File: config.mk
export PLATFORM = sky130hd
export DESIGN_NAME = flr_regfile
export DESIGN_NICKNAME = d
export VERILOG_FILES = /design/src/rtl/flr_pkg.sv /design/src/rtl/flr_regfile.sv
export SDC_FILE = /design/constraint.sdc
export NUM_CORES = 1
export LEC_CHECK = 0
export BUFFER_PORTS_ARGS = -buffer_cell sky130_fd_sc_hd__clkbuf_2
export CAP_MARGIN = 15
export CORE_AREA = 2 2 151 153
export CTS_CLUSTER_DIAMETER = 60
export CTS_CLUSTER_SIZE = 24
export DETAILED_ROUTE_END_ITERATION = 12
export DIE_AREA = 0 0 153 155
export PLACE_DENSITY = 0.86
export SYNTH_ARGS = -nofsm -noshare
export SYNTH_HDL_FRONTEND = slang
export SYNTH_SLANG_ARGS = --single-unit
export TNS_END_PERCENT = 5
File: constraint.sdc
create_clock -name i_clk -period 5.3 [get_ports i_clk]
set_clock_uncertainty 0.2 [all_clocks]
set_input_delay 0.53 -clock i_clk [delete_from_list [all_inputs] [get_ports i_clk]]
set_output_delay 0.53 -clock i_clk [all_outputs]
set_load 0.01 [all_outputs]
File: src/rtl/flr_pkg.sv
// Package for the link-layer register window: sizes, register map and constants.
// Holds the transfer item and access result types and the store address function.
// Depends on nothing; every other RTL file but flr_ram imports it.
`default_nettype none

package flr_pkg;

    // Sizes
    localparam int WINDOW_WORDS  = 16384;
    localparam int PHY_REG_COUNT = 16;
    localparam int ADDR_W        = $clog2(WINDOW_WORDS);
    localparam int PHY_AW        = $clog2(PHY_REG_COUNT);
    localparam int IDX_W         = 14;
    localparam int DATA_W        = 32;

    // Register map, as full word indices
    localparam logic [IDX_W-1:0] W_NODE_ID   = 14'h2100;
    localparam logic [IDX_W-1:0] W_CTRL0     = 14'h2102;
    localparam logic [IDX_W-1:0] W_CTRL2     = 14'h2104;
    localparam logic [IDX_W-1:0] W_PHYACC    = 14'h2105;
    localparam logic [IDX_W-1:0] W_INT0      = 14'h2108;
    localparam logic [IDX_W-1:0] W_INT0_MASK = 14'h2109;
    localparam logic [IDX_W-1:0] W_INT1      = 14'h210A;
    localparam logic [IDX_W-1:0] W_INT2      = 14'h210C;
    localparam logic [IDX_W-1:0] W_IDENTITY  = 14'h211F;

    // Store cells of the interrupt words, which live in flip-flops
    localparam logic [ADDR_W-1:0] CELL_INT0      = ADDR_W'(W_INT0 % WINDOW_WORDS);
    localparam logic [ADDR_W-1:0] CELL_INT0_MASK = ADDR_W'(W_INT0_MASK % WINDOW_WORDS);
    localparam logic [ADDR_W-1:0] CELL_INT1      = ADDR_W'(W_INT1 % WINDOW_WORDS);
    localparam logic [ADDR_W-1:0] CELL_INT2      = ADDR_W'(W_INT2 % WINDOW_WORDS);

    // Fixed read values and write rules
    localparam logic [DATA_W-1:0] NODE_ID_VALUE  = 32'hFFC0_0001;
    localparam logic [DATA_W-1:0] IDENTITY_VALUE = 32'h1000_0001;
    localparam logic [DATA_W-1:0] PHY_WR_CLEAR   = 32'h4000_FFFF;
    localparam logic [DATA_W-1:0] PHY_RD_FLAG    = 32'h8000_0000;
    localparam logic [DATA_W-1:0] INT_RX_FLAG    = 32'h4000_0000;
    localparam logic [DATA_W-1:0] CTRL0_DROP     = 32'h0080_0000;
    localparam logic [DATA_W-1:0] CTRL2_VALUE    = 32'h0000_0008;
    localparam int PHY_WR_POS     = 30;
    localparam int PHY_RD_POS     = 31;
    localparam int INT_RX_POS     = 30;
    localparam int PHY_WIDX_LSB   = 8;
    localparam int PHY_RIDX_LSB   = 24;
    localparam int PHY_FIELD_W    = 4;

    // One registered bus access
    typedef struct packed {
        logic              cmd;
        logic [IDX_W-1:0]  idx;
        logic [DATA_W-1:0] data;
        logic [ADDR_W-1:0] addr;
    } t_item;

    // What the access stage hands on to the result stage
    typedef struct packed {
        logic              use_ram;
        logic [DATA_W-1:0] value;
        logic              irq;
    } t_access_res;

    // Store cell of a word index: the index modulo the window size. The window
    // holds at least a quarter of the index range, so three subtracts suffice.
    function automatic logic [ADDR_W-1:0] cell_of(input logic [IDX_W-1:0] idx);
        logic [IDX_W:0] v;
        v = {1'b0, idx};
        for (int k = 0; k < 3; k++) begin
            if (v >= (IDX_W+1)'(WINDOW_WORDS)) begin
                v = v - (IDX_W+1)'(WINDOW_WORDS);
            end
        end
        return ADDR_W'(v);
    endfunction

endpackage

`default_nettype wire

File: src/rtl/flr_regfile.sv
// Access stage: decodes one registered access, applies the write rules, and keeps
// the interrupt words and the PHY registers in flip-flops. Depends on flr_pkg.
`default_nettype none

module flr_regfile import flr_pkg::*; (
    input  logic              i_clk,
    input  logic              i_rst_n,
    input  logic              i_vld,
    input  t_item             i_item,
    output logic              o_ram_we,
    output logic [DATA_W-1:0] o_ram_wdata,
    output t_access_res       o_res
);

    logic [DATA_W-1:0] r_int0, r_mask, r_int1, r_int2;
    logic [DATA_W-1:0] n_int0, n_mask, n_int1, n_int2;
    logic [7:0]        r_phy [PHY_REG_COUNT];
    logic              phy_we;
    logic [PHY_AW-1:0] phy_widx;
    logic [PHY_AW-1:0] phy_ridx;
    logic [7:0]        phy_rval;

    assign phy_widx = i_item.data[PHY_WIDX_LSB +: PHY_AW];
    assign phy_ridx = i_item.data[PHY_RIDX_LSB +: PHY_AW];
    assign phy_rval = r_phy[phy_ridx];

    // Decode and write rules
    always_comb begin
        n_int0      = r_int0;
        n_mask      = r_mask;
        n_int1      = r_int1;
        n_int2      = r_int2;
        phy_we      = 1'b0;
        o_ram_we    = 1'b0;
        o_ram_wdata = i_item.data;
        o_res       = '0;
        if (i_vld) begin
            if (!i_item.cmd) begin
                // Read: fixed words by full index, interrupt cells from flops.
                if (i_item.idx == W_NODE_ID) begin
                    o_res.value = NODE_ID_VALUE;
                end else if (i_item.idx == W_IDENTITY) begin
                    o_res.value = IDENTITY_VALUE;
                end else if (i_item.addr == CELL_INT0) begin
                    o_res.value = r_int0;
                end else if (i_item.addr == CELL_INT0_MASK) begin
                    o_res.value = r_mask;
                end else if (i_item.addr == CELL_INT1) begin
                    o_res.value = r_int1;
                end else if (i_item.addr == CELL_INT2) begin
                    o_res.value = r_int2;
                end else begin
                    o_res.use_ram = 1'b1;
                end
            end else begin
                unique case (i_item.idx)
                    W_PHYACC: begin
                        o_ram_we = 1'b1;
                        if (i_item.data[PHY_WR_POS]) begin
                            // Indirect PHY write wins when both request bits are set.
                            phy_we      = 1'b1;
                            o_ram_wdata = i_item.data & ~PHY_WR_CLEAR;
                        end else if (i_item.data[PHY_RD_POS]) begin
                            o_ram_wdata = (i_item.data & ~PHY_RD_FLAG)
                                        | DATA_W'(phy_rval)
                                        | (DATA_W'(i_item.data[PHY_RIDX_LSB +: PHY_FIELD_W])
                                           << PHY_WIDX_LSB);
                            if (r_mask[INT_RX_POS]) begin
                                n_int0    = r_int0 | INT_RX_FLAG;
                                o_res.irq = 1'b1;
                            end
                        end
                    end
                    W_CTRL0: begin
                        o_ram_we    = 1'b1;
                        o_ram_wdata = i_item.data & ~CTRL0_DROP;
                    end
                    W_CTRL2: begin
                        o_ram_we    = 1'b1;
                        o_ram_wdata = CTRL2_VALUE;
                    end
                    W_INT0: begin
                        n_int0 = r_int0 & ~i_item.data;
                    end
                    W_INT1: begin
                        n_int1 = r_int1 & ~i_item.data;
                    end
                    W_INT2: begin
                        n_int2 = r_int2 & ~i_item.data;
                    end
                    default: begin
                        // Plain write; an interrupt cell reached this way is
                        // overwritten as it stands.
                        o_ram_we = 1'b1;
                        if (i_item.addr == CELL_INT0) begin
                            n_int0 = i_item.data;
                        end
                        if (i_item.addr == CELL_INT0_MASK) begin
                            n_mask = i_item.data;
                        end
                        if (i_item.addr == CELL_INT1) begin
                            n_int1 = i_item.data;
                        end
                        if (i_item.addr == CELL_INT2) begin
                            n_int2 = i_item.data;
                        end
                    end
                endcase
            end
        end
    end

    // Interrupt words and PHY registers
    always_ff @(posedge i_clk) begin
        if (!i_rst_n) begin
            r_int0 <= '0;
            r_mask <= '0;
            r_int1 <= '0;
            r_int2 <= '0;
            for (int k = 0; k < PHY_REG_COUNT; k++) begin
                r_phy[k] <= '0;
            end
        end else begin
            r_int0 <= n_int0;
            r_mask <= n_mask;
            r_int1 <= n_int1;
            r_int2 <= n_int2;
            if (phy_we) begin
                r_phy[phy_widx] <= i_item.data[7:0];
            end
        end
    end

endmodule

`default_nettype wire

==> impl_metrics.ini <==
[synth]
synth_cell_type_count = 69
synthTopCellsByArea = edfxtp_1 29%, dfxtp_1 20%, and2_1 7.2%
ys_warn_count = 0
syn_area_sq_mm = 0.0131
seq_area_frac_synth_pct = 48.8
yosys_most_used_dff = edfxtp_1
yosys.area.top_type_share_pct = 29.3
syn_area_per_cell_sq_um = 10.4
synthArstFlopShare_pct = 0
ys_ff_latch = 256
syn-instance-count = 1258
synth_fp_nets = 1322
synth_edf_count = 128
synth_area_leader_cell = edfxtp_1

[worst_setup_path]
path_delay_family = simple AND/OR/NAND/NOR gates
start_kind = input port
critical_path.startpoint = i_item[46]
path_class = input port to output pin
crit_required_ns = 4.57
slowest_stage = nand2_1
path_cells = clkbuf_2 -> or4b_1 -> nor4_1 -> nor2_1 -> nand2_1 -> a21oi_1 -> clkbuf_2
crit_fanout = 22
crit_top_cell = clkbuf_2
critPathArrivalTime_ns = 3.24
critPathCaptureType = output pin
worstReg2RegStart = r_mask[30]$_SDFFE_PN0P_
cpPeakStageDelay_ns = 0.73
worst-path-buf-inv = 2

[floorplan]
die_height_microns = 155
fp.coreArea_sq_mm = 0.0222
num_rows = 55
die_area_sq_mm = 0.0237
io_pins = 131
fp.dieW_microns = 153
start_util_pct = 59.1

[clock_tree]
cts_buffer_depth = 3
cts_resized = 0
htree_levels = 1
clk_pin_slew_worst_paths_ns = 0.09
clk_latency_ns = 0.52
clock-sinks = 256
cts_tree = done
post_cts_buffers = 0
hold_buffers = 0
clock-root-buffer = clkbuf_16
cts_buffers = 18

[layout]
seqCellArea_sq_mm = 0.00641
drive_above_1_share_pct = 20.7
syn2layout_area_growth_pct = 10.5
diodes = 0
utilization_pct = 65.3
nets = 1383
fill_cells = 1658
multiInputGateArea_sq_mm = 0.00622
final_cell_mix = 151 x and2_1, 141 x nor2_1, 131 x clkbuf_2, 128 x dfxtp_1, 128 x edfxtp_1
final_common_cell = and2_1

[timing]
rsz0062_at_grt = no
period_needed_ns = 3.97
finalSetupViolations = 0
final_max_slew_viol_count = 0
tns_ns = 0
finalCritPeriodShare_pct = 74.9
slew_headroom_pct = 22.5
hold_viol = 0
fmax_ghz = 0.252
tightest_slew_ns = 1.16

[route]
drt_wl_total_microns = 36600
num_vias = 10700
viasPerCell = 6.65
drt_pass1_iterations = 6
wl_per_cell_microns = 22.6
drt-initial-drc-count = 1540
met1_length_microns = 14100
routed-wl-met3_microns = 4130
highest_layer = met4
dr_wl_met2_microns = 17300
post-route-drc-count = 0
ant_nets = 0

[min_path]
hold_path_class = input port to register
worstHoldStart = i_item[26]

[power]
p_leak_uw = 0.00530
seqPwrFrac_pct = 53.5
swShare_pct = 24.8
comb_power_share_pct = 7.6
p_total_uw = 4000
ir_worst_vdd_mv = 0.180
intPower_uw = 3010
power_density_mw_per_mm2 = 276
p_clk_share_pct = 39.0
p_sw_uw = 991

[run_status]
status = complete, no violations

[placed_design]
place_congestion = 0.885
place.port_buffers = 130
dp_hpwl_microns = 23500

[grt]
grt_pass1_wl_microns = 56900
overflow = 0
grt_pass1_vias = 10100
grt_use_total_pct = 30.0
grt_max_degree = 83
grt_antenna_before_repair = 0

[run]
cap_violations = 0
cell families (layout without fill, tap and decap cells):
logic type	Yosys count	after routing	share of synthesized area, %
DFF	256	256	48.8
and+or+nand+nor	512	512	21.2
muxes	67	67	8.17
xor gates and xnor gates	1	1	0.0667
AOI/OAI and AO/OA	300	300	17.7
buffers and inverters	122	195	4.12
registers in the layout, indices dropped and copies added (netlist names):
register and flops:
r_int1 32, r_phy 128, r_int0 32, r_mask 32, r_int2 32
routing by layer:
| metal | vias to the layer above | track usage, % |
|---|---|---|
| li1 | 4765 | - |
| met1 | 5179 | 41.7 |
| met3 | 106 | 6.30 |
| met4 | 0 | 8.95 |
| met2 | 689 | 48.2 |
| met5 | - | 0 |
power groups by stage:
stage	Clock [uW]	Combinational, uW	Sequential, uW
after CTS	1560	296	2140
final	1560	304	2140
after detailed placement	0	294	2180
after floorplan	0	179	2170
after global placement	0	286	2180
after global routing	1640	322	2140
stage by stage:
step / instances / hold slack, ns / area [sq um] / worst slack (ns)
after floorplan: 1258 / 0.233 / 13100 / 2.40
after global placement: 1577 / 0.242 / 13800 / 1.54
after detailed placement: 1577 / 0.248 / 13800 / 1.40
after CTS: 1609 / 0.106 / 14500 / 1.41
after global routing: 1616 / 0.122 / 14500 / 1.14
final: 1616 / 0.109 / 14500 / 1.33
area by class of cell:
cell class                 count  share of cell area, %
tap                          285                   2.46
inverter                       4                  0.103
timing repair buffer         159                   5.88
clock buffer                  22                   3.57
multi-input combinational    880                   42.9
sequential                   256                   44.1
clock inverter                10                   1.00
cells in the mapped netlist, types with 19 or more instances:
master and instances:
nor2_1 141, a22oi_1 50, nor3_1 19, a2111oi_2 30, and2_1 151, o21ai_0 25, mux4_2 32, o21ai_1 31
nand2_1 85, nor2b_1 20, o211a_1 31, a31oi_1 24, a21oi_1 56, buf_2 19, dfxtp_1 128, edfxtp_1 128
clkbuf_1 87, mux2i_1 33
final timing paths:
check / endpoint / slack (ns) / cells past startpoint
min reg2reg: r_int0[12]$_SDFFE_PN0P_ / 0.26 / 2
max reg2reg: r_int0[30]$_SDFFE_PN0P_ / 4.05 / 4
min: r_int1[12]$_SDFFE_PN0P_ / 0.11 / 2
max: o_res[8] / 1.33 / 7
No activity file was read; power rests on OpenSTA's default activity.
